### src/hw/rtl/circ_pkg.sv
// Shared types and constants of the circle outline pixel generator.
package circ_pkg;

  localparam int unsigned CoordBits  = 16;
  localparam int unsigned RadiusBits = 15;
  // Walk point is two bits wider than the radius: y may reach r and x may pass zero.
  localparam int unsigned WalkBits   = RadiusBits + 2;
  localparam int unsigned ErrBits    = 20;

  typedef logic signed [CoordBits-1:0] coord_t;
  typedef logic [RadiusBits-1:0]       radius_t;
  typedef logic signed [WalkBits-1:0]  walk_t;
  typedef logic signed [ErrBits-1:0]   err_t;
  typedef logic [1:0]                  quad_t;

  typedef enum logic [0:0] {
    CmdStart = 1'b0,
    CmdStep  = 1'b1
  } cmd_e;

  // Next walk point of one quadrant, plus end-of-quadrant flag.
  typedef struct packed {
    walk_t x;
    walk_t y;
    err_t  err;
    logic  done;
  } walk_nxt_t;

endpackage

### src/hw/rtl/circ_if.sv
// Request and pixel channel interfaces of the circle outline pixel generator.
interface circ_req_if;
  import circ_pkg::*;

  logic    valid;
  logic    ready;
  logic    command;
  coord_t  center_x;
  coord_t  center_y;
  radius_t radius;
  logic    clockwise;

  modport source (output valid, command, center_x, center_y, radius, clockwise,
                  input ready);
  modport sink (input valid, command, center_x, center_y, radius, clockwise,
                output ready);
endinterface

interface circ_pix_if;
  import circ_pkg::*;

  logic   valid;
  logic   ready;
  coord_t pixel_x;
  coord_t pixel_y;
  logic   last;

  modport source (output valid, pixel_x, pixel_y, last, input ready);
  modport sink (input valid, pixel_x, pixel_y, last, output ready);
endinterface

### src/hw/rtl/circ_walk.sv
// One Bresenham step of the quadrant walk: next point, error and end flag.
module circ_walk (
  input  circ_pkg::walk_t     walk_x_i,
  input  circ_pkg::walk_t     walk_y_i,
  input  circ_pkg::err_t      err_i,
  output circ_pkg::walk_nxt_t nxt_o
);
  import circ_pkg::*;

  err_t  x_ext;
  err_t  y_ext;
  err_t  y1_ext;
  err_t  x1_ext;
  walk_t y1;
  walk_t x1;
  err_t  err1;
  err_t  err2;
  logic  step_y;
  logic  step_x;

  always_comb begin
    x_ext  = err_t'(walk_x_i);
    y_ext  = err_t'(walk_y_i);
    // Advance y while the old error is at most y
    step_y = (err_i <= y_ext);
    y1     = step_y ? walk_y_i + walk_t'(1) : walk_y_i;
    y1_ext = err_t'(y1);
    err1   = step_y ? err_i + (y1_ext <<< 1) + err_t'(1) : err_i;
    // Advance x on the old error against x or the new error against y
    step_x = (err_i > x_ext) || (err1 > y1_ext);
    x1     = step_x ? walk_x_i + walk_t'(1) : walk_x_i;
    x1_ext = err_t'(x1);
    err2   = step_x ? err1 + (x1_ext <<< 1) + err_t'(1) : err1;

    nxt_o.x    = x1;
    nxt_o.y    = y1;
    nxt_o.err  = err2;
    nxt_o.done = ~x1[WalkBits-1];
  end

endmodule

### src/hw/rtl/circ_map.sv
// Rotate or mirror the local walk point into the current quadrant about the centre.
module circ_map (
  input  circ_pkg::walk_t  walk_x_i,
  input  circ_pkg::walk_t  walk_y_i,
  input  circ_pkg::quad_t  quad_i,
  input  logic             clockwise_i,
  input  circ_pkg::coord_t center_x_i,
  input  circ_pkg::coord_t center_y_i,
  output circ_pkg::coord_t pixel_x_o,
  output circ_pkg::coord_t pixel_y_o
);
  import circ_pkg::*;

  walk_t  neg_x;
  coord_t a;
  coord_t b;
  coord_t dx;
  coord_t dy;
  quad_t  sel;

  always_comb begin
    neg_x = -walk_x_i;
    // Local point: clockwise walks (-x, y), counterclockwise (y, -x)
    if (clockwise_i) begin
      a = neg_x[CoordBits-1:0];
      b = walk_y_i[CoordBits-1:0];
    end else begin
      a = walk_y_i[CoordBits-1:0];
      b = neg_x[CoordBits-1:0];
    end
    // Counterclockwise runs the quadrants in reverse order
    sel = clockwise_i ? quad_i : ~quad_i;
    unique case (sel)
      2'd0: begin dx = a;  dy = b;  end
      2'd1: begin dx = -b; dy = a;  end
      2'd2: begin dx = -a; dy = -b; end
      default: begin dx = b;  dy = -a; end
    endcase
    pixel_x_o = center_x_i + dx;
    pixel_y_o = center_y_i + dy;
  end

endmodule

### src/hw/rtl/circle_outline_pixel_generator.sv
// Top level: takes start/step requests, keeps the walk state, registers one pixel per step.
// Latency: a step request's pixel is valid in the cycle after the request is taken.
// Throughput: one request per cycle; the request side stalls only while a pixel waits.
// Each step is a single pass through the walk and quadrant-mapping logic.
// Reset: asynchronous, active low; clears the drawing flag, quadrant and pixel valid.
module circle_outline_pixel_generator (
  input  logic       clk_i,
  input  logic       rst_ni,
  circ_req_if.sink   req_i,
  circ_pix_if.source rsp_o
);
  import circ_pkg::*;

  logic      drawing_q, drawing_d;
  quad_t     quad_q, quad_d;
  walk_t     walk_x_q, walk_x_d;
  walk_t     walk_y_q, walk_y_d;
  err_t      err_q, err_d;
  coord_t    center_x_q, center_x_d;
  coord_t    center_y_q, center_y_d;
  radius_t   radius_q, radius_d;
  logic      dir_q, dir_d;
  logic      out_valid_q, out_valid_d;
  coord_t    pix_x_q, pix_x_d;
  coord_t    pix_y_q, pix_y_d;
  logic      last_q, last_d;

  logic      accept;
  logic      do_step;
  walk_nxt_t nxt;
  coord_t    map_x;
  coord_t    map_y;
  walk_t     start_x;
  err_t      start_err;

  circ_walk u_walk (
    .walk_x_i (walk_x_q),
    .walk_y_i (walk_y_q),
    .err_i    (err_q),
    .nxt_o    (nxt)
  );

  circ_map u_map (
    .walk_x_i    (walk_x_q),
    .walk_y_i    (walk_y_q),
    .quad_i      (quad_q),
    .clockwise_i (dir_q),
    .center_x_i  (center_x_q),
    .center_y_i  (center_y_q),
    .pixel_x_o   (map_x),
    .pixel_y_o   (map_y)
  );

  // Take a request whenever the pixel register is free or being drained
  assign req_i.ready = ~out_valid_q | rsp_o.ready;
  assign accept      = req_i.valid & req_i.ready;
  assign do_step     = accept & (req_i.command == CmdStep) & drawing_q;

  // Quadrant start point (-r, 0) with error 2 - 2r
  always_comb begin
    if (req_i.command == CmdStart) begin
      start_x   = -walk_t'(req_i.radius);
      start_err = err_t'(2) - (err_t'(req_i.radius) <<< 1);
    end else begin
      start_x   = -walk_t'(radius_q);
      start_err = err_t'(2) - (err_t'(radius_q) <<< 1);
    end
  end

  // Walk state update
  always_comb begin
    drawing_d  = drawing_q;
    quad_d     = quad_q;
    walk_x_d   = walk_x_q;
    walk_y_d   = walk_y_q;
    err_d      = err_q;
    center_x_d = center_x_q;
    center_y_d = center_y_q;
    radius_d   = radius_q;
    dir_d      = dir_q;
    last_d     = last_q;
    pix_x_d    = pix_x_q;
    pix_y_d    = pix_y_q;
    if (accept && req_i.command == CmdStart) begin
      center_x_d = req_i.center_x;
      center_y_d = req_i.center_y;
      radius_d   = req_i.radius;
      dir_d      = req_i.clockwise;
      quad_d     = '0;
      drawing_d  = 1'b1;
      walk_x_d   = start_x;
      walk_y_d   = '0;
      err_d      = start_err;
    end else if (do_step) begin
      pix_x_d = map_x;
      pix_y_d = map_y;
      last_d  = 1'b0;
      if (nxt.done) begin
        if (quad_q == 2'd3) begin
          drawing_d = 1'b0;
          last_d    = 1'b1;
          walk_x_d  = nxt.x;
          walk_y_d  = nxt.y;
          err_d     = nxt.err;
        end else begin
          quad_d   = quad_q + 2'd1;
          walk_x_d = start_x;
          walk_y_d = '0;
          err_d    = start_err;
        end
      end else begin
        walk_x_d = nxt.x;
        walk_y_d = nxt.y;
        err_d    = nxt.err;
      end
    end
  end

  // Pixel register valid: set on a step, drop once taken
  always_comb begin
    if (do_step) begin
      out_valid_d = 1'b1;
    end else if (rsp_o.ready) begin
      out_valid_d = 1'b0;
    end else begin
      out_valid_d = out_valid_q;
    end
  end

  // Control state
  always_ff @(posedge clk_i or negedge rst_ni) begin
    if (!rst_ni) begin
      drawing_q   <= 1'b0;
      quad_q      <= '0;
      out_valid_q <= 1'b0;
    end else begin
      drawing_q   <= drawing_d;
      quad_q      <= quad_d;
      out_valid_q <= out_valid_d;
    end
  end

  // Walk and pixel payload
  always_ff @(posedge clk_i) begin
    walk_x_q   <= walk_x_d;
    walk_y_q   <= walk_y_d;
    err_q      <= err_d;
    center_x_q <= center_x_d;
    center_y_q <= center_y_d;
    radius_q   <= radius_d;
    dir_q      <= dir_d;
    pix_x_q    <= pix_x_d;
    pix_y_q    <= pix_y_d;
    last_q     <= last_d;
  end

  assign rsp_o.valid   = out_valid_q;
  assign rsp_o.pixel_x = pix_x_q;
  assign rsp_o.pixel_y = pix_y_q;
  assign rsp_o.last    = last_q;

endmodule

### src/flat_wrapper.sv
// flat-port wrapper written by rule: the top's interface ports become plain ports
module circle_outline_pixel_generator_flat import circ_pkg::*;
  (clk_i, rst_ni, req_i_valid, req_i_command, req_i_center_x, req_i_center_y, req_i_radius, req_i_clockwise, req_i_ready, rsp_o_valid, rsp_o_pixel_x, rsp_o_pixel_y, rsp_o_last, rsp_o_ready);
  circ_req_if req_i_i ();
  circ_pix_if rsp_o_i ();
  input  logic clk_i;
  input  logic rst_ni;
  input wire logic [$bits(req_i_i.valid)-1:0] req_i_valid;
  input wire logic [$bits(req_i_i.command)-1:0] req_i_command;
  input wire logic [$bits(req_i_i.center_x)-1:0] req_i_center_x;
  input wire logic [$bits(req_i_i.center_y)-1:0] req_i_center_y;
  input wire logic [$bits(req_i_i.radius)-1:0] req_i_radius;
  input wire logic [$bits(req_i_i.clockwise)-1:0] req_i_clockwise;
  output wire logic [$bits(req_i_i.ready)-1:0] req_i_ready;
  output wire logic [$bits(rsp_o_i.valid)-1:0] rsp_o_valid;
  output wire logic [$bits(rsp_o_i.pixel_x)-1:0] rsp_o_pixel_x;
  output wire logic [$bits(rsp_o_i.pixel_y)-1:0] rsp_o_pixel_y;
  output wire logic [$bits(rsp_o_i.last)-1:0] rsp_o_last;
  input wire logic [$bits(rsp_o_i.ready)-1:0] rsp_o_ready;
  assign req_i_i.valid = req_i_valid;
  assign req_i_i.command = req_i_command;
  assign req_i_i.center_x = req_i_center_x;
  assign req_i_i.center_y = req_i_center_y;
  assign req_i_i.radius = req_i_radius;
  assign req_i_i.clockwise = req_i_clockwise;
  assign req_i_ready = req_i_i.ready;
  assign rsp_o_valid = rsp_o_i.valid;
  assign rsp_o_pixel_x = rsp_o_i.pixel_x;
  assign rsp_o_pixel_y = rsp_o_i.pixel_y;
  assign rsp_o_last = rsp_o_i.last;
  assign rsp_o_i.ready = rsp_o_ready;
  circle_outline_pixel_generator u_core (.clk_i(clk_i), .rst_ni(rst_ni), .req_i(req_i_i), .rsp_o(rsp_o_i));
endmodule
### config.mk
export PLATFORM = sky130hd
export DESIGN_NAME = circle_outline_pixel_generator_flat
export DESIGN_NICKNAME = d
export VERILOG_FILES = /design/src/hw/rtl/circ_pkg.sv /design/src/hw/rtl/circ_if.sv /design/src/hw/rtl/circ_walk.sv /design/src/hw/rtl/circ_map.sv /design/src/hw/rtl/circle_outline_pixel_generator.sv /design/src/flat_wrapper.sv
export SDC_FILE = /design/constraint.sdc
export NUM_CORES = 1
export LEC_CHECK = 0
export BUFFER_PORTS_ARGS = -buffer_cell sky130_fd_sc_hd__clkbuf_2
export CORE_ASPECT_RATIO = 1.25
export CORE_UTILIZATION = 60
export CTS_BUF_LIST = sky130_fd_sc_hd__clkbuf_8 sky130_fd_sc_hd__clkbuf_16
export DETAILED_ROUTE_END_ITERATION = 6
export PLACE_DENSITY = 0.81
export SYNTH_ARGS = -nofsm -noshare
export SYNTH_HDL_FRONTEND = slang
export SYNTH_HIERARCHICAL = 1
export SYNTH_SLANG_ARGS = --single-unit
### constraint.sdc
create_clock -name clk_i -period 13.7 [get_ports clk_i]
set_input_delay 0.685 -clock clk_i [delete_from_list [all_inputs] [get_ports clk_i]]
set_output_delay 0.685 -clock clk_i [all_outputs]
set_load 0.01 [all_outputs]
* Word level (Yosys, flattened, before mapping)
Index checks and enable logic that the tools add are counted.
** Storage, ports and cells
- Register bits after elaboration :: 139
- Logic and storage cells :: 86
- Output and inout port bits :: 35
** Operators by class
- Bitwise operators :: 8
- Add/sub/neg operators :: 16
- Reduce and logical (&&, ||, !) cells :: 9
- Muxes and demuxes :: 32
- Eq/ne operators :: 5
- Magnitude comparators :: 3
** Operators with widths (count)
- $mux W17 :: 9
- $mux W20 :: 7
- $pmux W16 S3 :: 2
- $neg A16 Y16 :: 3
- $add A20 B18 Y20 :: 2
- $add A20 B2 Y20 const B :: 2
- $gt A20 B17 Y1 :: 2
- $add A17 B2 Y17 const B :: 2
- $neg A15 Y17 :: 2
- $sub A2 B16 Y17 const A :: 2
- $add A16 B16 Y16 :: 2
- $mux W16 :: 2
- $le A20 B17 Y1 :: 1
- $mux W2 :: 5
- $mux W1 :: 7
- $reduce_and A3 Y1 :: 2
- $reduce_bool A2 Y1 :: 3
- $eq A2 B2 Y1 const B :: 2
- $ne A2 B1 Y1 const B :: 2
- $and A1 B1 Y1 :: 3
- $not A1 Y1 :: 3
- $add A2 B1 Y2 const B :: 1
- $eq A2 B1 Y1 const B :: 1
- $logic_not A2 Y1 :: 1
- 5 further kinds :: 5

* Logic depth before layout (Yosys ltp)
Gate-level depths: netlist of the first run.
- Depth after elaboration :: 15
- Mapped depth :: 46

* Cells and area by module
The synthesis of the first run kept the hierarchy.
** By module, submodules not included
- circle_outline_pixel_generator :: area each 5898.2 sq um, cells an instance 438, instances 1
- circ_walk :: area each 4590.7 sq um, cells an instance 647, instances 1
- circ_map :: area each 3791.1 sq um, cells an instance 544, instances 1

* Worst setup path before layout of the first run
Ideal clock, no wire load.
- Path type :: reg-to-reg
- From :: register u_core.walk_y_q[16]
- To :: register u_core.err_q[16], data pin
- Data arrival time :: 9.323 ns
- Period minus slack after synthesis :: 9.577 ns
- Stages on the path, launching flop included :: 41
- Library setup time :: 0.254 ns
- Path slack :: 4.123 ns
- Path through :: dfxtp_1 -> inv_1 -> ha_1 -> nand4_2 -> nor4_4 -> o21ai_2 -> and4b_1 -> a211oi_1 -> nor4_1 -> xnor2_1 -> ha_1 -> or2_2 -> a2111oi_0 -> o31ai_1 -> a211o_1 -> a31oi_1 -> xnor3_1 -> nor2_1 -> [... 5 more ...] -> o21ai_0 -> a211oi_2 -> nor4b_1 -> a211oi_2 -> buf_2 -> mux2_2 -> ha_1 -> a21o_1 -> a21oi_1 -> o21ai_0 -> o41ai_1 -> o21ai_0 -> or4_1 -> a31oi_1 -> nor2b_1 -> xnor2_1 -> mux2_2 -> a21o_1
** RTL lines
- start: declaration :: RTL line circle_outline_pixel_generator.sv:17 : walk_t walk_y_q, walk_y_d;
- start signal: assignment :: RTL line circle_outline_pixel_generator.sv:146 : walk_y_q <= walk_y_d;
- end signal: assignment :: RTL line circle_outline_pixel_generator.sv:147 : err_q <= err_d;
- end: declaration :: RTL line circle_outline_pixel_generator.sv:18 : err_t err_q, err_d;

==> metrics, run 1 <==
share of the synthesized area in the top cell type=24.8%; detailed placement HPWL=29.8 mm; Syn Area/Cell=8.77 um^2; min Tclk post-route=11.86 ns; ratio of cells with drive above 1 in the final layout=11.8%; worst reg2reg path depth=41; xor/xnor cell area share of the yosys netlist=11.1%; Bufs on Longest Clock Path=2; postcts setup bufs=0; status=completed; Final Setup Violations=0; GRT Total Usage=32.2%; Simple-Gate Fraction of Synth Area=20.7%; synthesized net count=1825; CP arrival=12.04 ns; Seq cells post-synth=139; Synthesis Warnings=6; final instance area=15500 um^2; row cnt=62; Setup WS post-layout=1.84 ns; Seq/Total Area, Yosys=27.9%; Area Growth Syn to Fin=8.79%; worst-path fanout max=49; worst r2r dst=u_core/err_q[18]; utilization after layout=67.0%; Routed WL per cell=19.5 um; dpl cells=1954; drt first-iter violations=961; first-pass GRT wire length=61.8 mm; placer congestion estimate=0.947; Initial Util=61.6%; RSZ-0062 raised after global routing=false; Post-route DRC=0; largest family of logic cells by synthesized area=simple AND/OR/NAND/NOR gates; initial antenna violation count=0; met2 wire length=20.0 mm; vias in the first global route=12400; r2r setup slk=1.84 ns; Clock Skew=0.00953 ns; crit path capture=u_core/err_q[18]; max incr delay on CP=0.88 ns; post-route insts no fill=1986; Max-cap violations=0; Die H=174 um; worst-margin pin slew=1.09 ns; die extent in x=140 um; post-cts sizing count=0; Fin. Hold Viols=0; Req. time, crit path=13.88 ns; Cell Pwr Density=235 nW/um^2; layout net count=1881; Final Max Tran Viols=0; worst hold path type=primary input to asynchronous set/reset pin; gate count of the mapped netlist=1629; grt ovf=0; Fin Hold WS=0.0499 ns; Critical-path top delay cell=a211oi_1; crit start category=flip-flop; Max Used Layer=met4; Synth Area in Adders=12.7%; Crit path top cell by count=ha_1; crit share post-route=86.6%; Hold Buf Count CTS=0; Num CTS Buffers=17; WL final=38.8 mm; Core ar.=23200 um^2; Clock Sinks=139; vias per inst=6.44; Leak=6.11 nW; Top FF cell, synth=edfxtp_1; crit path from=u_core/walk_y_q[15]; met3 wire length=1.82 mm; M1 WL=15.0 mm; Clk Latency, worst-skew pair=0.43 ns; DR vias=12800; Root Buffer=clkbuf_16; DRT Pass-1 Iters=5; H-tree depth=4; CP endpoint kind=flip-flop; mux cell area share after synthesis=3.50%; die area=24400 um^2; Synth top cells by count=ha_1 (139), nor2_1 (129), nand2_1 (123), edfxtp_1 (118), a21oi_1 (109); worst reg2reg path startpoint=u_core/walk_y_q[15]; Synth Cell Area=14300 um^2; Ports=88; ANT nets after route=0; post-synthesis compound-gate area fraction=19.8%; dominant cell type by area after synthesis=edfxtp_1; Power, Total=3.65 mW; Yosys cell types=94; TNS Setup=0 ns; ranking of synthesized cells by area=edfxtp_1 (25%), ha_1 (12%), xnor2_1 (6.1%); relative slew slack=27.4%; Port Buffers=87; largest net degree at the start of global routing=56; asr flop ratio synth=2.88%; Placed Area=15000 um^2; critical path type=flip-flop to flip-flop; number of synthesized flops with an enable pin=118; Ant. Diodes=0; pre-CTS setup slack=1.98 ns; Peak VDD IR=0.102 mV; top-count cell post-synth=ha_1; Achievable Freq=0.0843 GHz; TritonCTS clock tree=built; Clock Pin Slew Worst Setup and Hold Paths=0.06 ns
-- sequential cells by signal, summed over array words and instances (netlist names) --
register	count
u_core/radius_q	15
u_core/rsp_o.valid	1
u_core/center_y_q	16
u_core/center_x_q	16
u_core/drawing_q	1
u_core/rsp_o.pixel_y	16
u_core/err_q	20
u_core/rsp_o.last	1
u_core/walk_y_q	17
u_core/walk_x_q	17
u_core/quad_q	2
u_core/rsp_o.pixel_x	16
u_core/dir_q	1
-- kinds of logic after synthesis --
kind of cell,count (synthesis)
AO/OA/AOI/OAI,417
multiplexers,42
buffers and inverters,147
XOR/XNOR,177
adder cells (fa/ha/maj),143
flip-flops,139
AND/OR/NAND/NOR,564
-- worst min path at each step --
stage / startpoint / cells after the start / endpoint / slack (ns)
6_report: rst_ni / 1 / u_core/rsp_o.valid / 0.05
5_1_grt: rst_ni / 1 / u_core/rsp_o.valid / 0.05
4_1_cts: rst_ni / 1 / u_core/rsp_o.valid / 0.04
3_5_place_dp: rst_ni / 1 / u_core/rsp_o.valid / 0.50
3_3_place_gp: u_core/walk_y_q[10] / 1 / u_core/walk_y_q[10] / 0.49
2_1_floorplan: rst_ni / 0 / u_core/drawing_q / 0.39
-- report_power, final --
part	internal, mW	leakage, nW	switching (mW)	total (mW)
logic	1.03	4.54	1.40	2.44
registers	0.638	1.29	0.107	0.745
clock network	0.282	0.283	0.184	0.467
total	1.95	6.11	1.70	3.65
-- layer usage --
layer,global-route usage [%],vias up
met1,35.1,6002
met4,18.1,0
li1,-,6185
met3,3.94,124
met5,0,-
met2,59.7,471
-- area by class of cell --
cell class	instances	area (um^2)
Multi-Input combinational cell	1343	9750
Fill cell	1843	7660
Timing Repair Buffer	102	548
Tap cell	288	360
Sequential cell	139	3980
Clock inverter	15	158
Clock buffer	17	425
Inverter	82	308
-- worst max-delay path: cells and delay by family, from the launching register on --
family / cells / cell delay [ns]
AO/OA/AOI/OAI: 17 / 4.92
XOR/XNOR: 4 / 0.78
adder cells (fa/ha/maj): 4 / 1.20
buffers and inverters: 2 / 0.61
flip-flops: 1 / 0.42
multiplexers: 2 / 0.67
AND/OR/NAND/NOR: 12 / 2.98
-- cell usage in the layout (no fill, tap or decap), types with 17 or more instances in the layout --
cell type,synthesis,layout
a21o_1,39,39
and2_1,21,21
xor2_1,74,73
nand2b_1,19,19
dfxtp_1,17,17
o211ai_1,18,18
clkbuf_16,0,17
a22o_1,17,17
and3_1,25,25
nand2_1,123,123
a31oi_1,37,37
nor2b_1,26,26
o21ai_0,61,61
nand4_1,34,34
nand3_1,48,48
nor3_1,55,55
mux2i_1,23,23
a21oi_1,109,109
nor2_1,129,128
inv_1,82,84
xnor2_1,100,98
edfxtp_1,118,118
clkbuf_2,0,87
ha_1,139,139
Note: power is estimated with default switching activity, not from simulation.
==> run 2, diff against run 1 <==
--- a/config.mk
+++ b/config.mk
@@ -5,12 +5,12 @@
 export SDC_FILE = /design/constraint.sdc
 export NUM_CORES = 1
 export LEC_CHECK = 0
-export BUFFER_PORTS_ARGS = -buffer_cell sky130_fd_sc_hd__clkbuf_2
 export CORE_ASPECT_RATIO = 1.25
 export CORE_UTILIZATION = 60
 export CTS_BUF_LIST = sky130_fd_sc_hd__clkbuf_8 sky130_fd_sc_hd__clkbuf_16
 export DETAILED_ROUTE_END_ITERATION = 6
-export PLACE_DENSITY = 0.81
+export DONT_BUFFER_PORTS = 1
+export PLACE_DENSITY = 0.78
 export SYNTH_ARGS = -nofsm -noshare
 export SYNTH_HDL_FRONTEND = slang
 export SYNTH_HIERARCHICAL = 1
==> constraint.sdc (replaced) <==
create_clock -name clk_i -period 13.7 [get_ports clk_i]
set_input_delay 0 -clock clk_i [delete_from_list [all_inputs] [get_ports clk_i]]
set_output_delay 0 -clock clk_i [all_outputs]
set_load 0.01 [all_outputs]
==> run 2 against run 1 <==
The flow now finishes with violations (design-rule violations). Core utilization is 0.69 points higher. Sequential share of layout area is 0.26 points lower. Hold slack worse by 0.037 ns. Register-to-register slack better by 0.22 ns. Clock power is 7.1% higher. Critical endpoint is now u_core/err_q[19].
==> metrics, run 2 (synthesis gave the netlist of run 1 again) <==
r2r setup slk=2.06 ns; Area Growth Syn to Fin=9.90%; utilization after layout=67.7%; Hold Startpoint=req_i_radius[5]; status=complete, but fails checks; Power, Total=3.69 mW; Fin. Hold Viols=0; Initial Util=61.6%; WL final=41.1 mm; Max-cap violations=0; largest net degree at the start of global routing=56; Crit path top cell by count=ha_1; Achievable Freq=0.0859 GHz; Buf+Inv Stages, Crit Path=2; post-route insts no fill=1955; Routed WL per cell=21.0 um; Peak VDD IR=0.131 mV; die extent in x=140 um; Leak=6.01 nW; placer congestion estimate=1.03; Req. time, crit path=13.89 ns; Ports=88; detailed placement HPWL=30.4 mm; worst hold path type=primary input to flip-flop; ratio of cells with drive above 1 in the final layout=7.38%; Fillers=1839; Post-route DRC=1; Hold EP=u_core/walk_x_q[5]; crit path from=u_core/walk_y_q[13]; grt ovf=0; max FFs per register=20; Core ar.=23200 um^2; min Tclk post-route=11.64 ns; DR vias=12800; Clock Skew=0.0136 ns; Final Setup Violations=0; TNS Setup=0 ns; relative slew slack=24.1%; layout net count=1850; DRT Pass-1 Iters=7; initial antenna violation count=0; CP endpoint kind=flip-flop; Ant. Diodes=0; GRT Total Usage=33.7%; Clock Pin Slew Worst Setup and Hold Paths=0.07 ns; Largest Register=u_core/err_q; drt first-iter violations=1020; worst r2r dst=u_core/err_q[19]; Worst Hold Path Cells=3; CP arrival=11.83 ns; crit start category=flip-flop; Bufs on Longest Clock Path=2; H-tree depth=4; commonest non-fill, non-tap cell in the layout=ha_1; max incr delay on CP=0.95 ns; ANT nets after route=0; crit share post-route=85.0%; Die H=174 um; worst reg2reg path startpoint=u_core/walk_y_q[13]; postcts setup bufs=0; dpl cells=1870; die area=24400 um^2; Cell Pwr Density=235 nW/um^2; worst reg2reg path depth=42; first-pass GRT wire length=63.6 mm; Critical-path top delay cell=a211oi_1; Port Buffers=0; worst-margin pin slew=1.11 ns; TritonCTS clock tree=built; vias per inst=6.56; row cnt=62; Clk Latency, worst-skew pair=0.44 ns; RSZ-0062 raised after global routing=false; critical path's top delay family=compound AO/OA/AOI/OAI gates; Final Max Tran Viols=0; worst-path fanout max=36; vias in the first global route=12400; Root Buffer=clkbuf_16; critical path type=flip-flop to flip-flop; Num CTS Buffers=17; failing checks=design-rule violations; Clock Sinks=139; most frequent cells in the layout=ha_1 (139), nor2_1 (128), nand2_1 (123); biggest regs=u_core/err_q: 20 flops, u_core/walk_x_q: 17 flops, u_core/walk_y_q: 17 flops
## run 2: worst min-delay path, stage by stage
cell     delay [ns]
xnor2_1        0.09
o21ai_0        0.10
a21oi_1        0.15
## run 2: repair_timing
| item | in CTS | in global routing |
|---|---|---|
| gates resized for setup | 0 | 0 |
| hold buffers | 53 | 0 |
| endpoints found under the hold margin | 81 | 0 |
## run 2: worst max-delay path by stage
stage	cells past startpoint	slack, ns	endpoint
3_3_place_gp	40	2.67	u_core/err_q[16]
6_report	42	2.06	u_core/err_q[19]
3_5_place_dp	40	2.26	u_core/err_q[14]
4_1_cts	40	2.21	u_core/err_q[14]
2_1_floorplan	40	4.12	u_core/err_q[16]
5_1_grt	40	1.11	u_core/err_q[16]
## run 2: report_power, final
group | leakage, nW | internal, mW | total (mW) | switching, mW
registers | 1.29 | 0.641 | 0.771 | 0.129
clock network | 0.302 | 0.305 | 0.500 | 0.196
logic | 4.41 | 1.01 | 2.42 | 1.40
## run 2: stage by stage
| stage | area [um^2] | hold WS (ns) | worst slack [ns] |
|---|---|---|---|
| 2_1_floorplan | 14300 | -0.296 | 4.12 |
| 6_report | 15700 | 0.0125 | 2.06 |
| 3_5_place_dp | 14500 | -0.295 | 2.26 |
| 5_1_grt | 15700 | 0.0200 | 1.11 |
| 4_1_cts | 15700 | 0.00000924 | 2.21 |
| 3_3_place_gp | 14500 | -0.296 | 2.67 |
## run 2: per-layer routing
layer | track usage [%] | wire [um] | up-vias
li1 | - | - | 6120
met2 | 59.1 | 20100 | 540
met5 | 0 | 0 | -
met3 | 4.63 | 2200 | 163
met1 | 37.2 | 15700 | 6011
met4 | 24.8 | 3150 | 0
## run 2: cell type report
class | instances | area (um^2) | area share [%]
Clock buffer | 17 | 425 | 2.71
Tap cell | 288 | 360 | 2.30
Timing Repair Buffer | 71 | 666 | 4.24
Sequential cell | 139 | 3980 | 25.4
Clock inverter | 15 | 199 | 1.27
Inverter | 82 | 308 | 1.96
Multi-Input combinational cell | 1343 | 9750 | 62.1
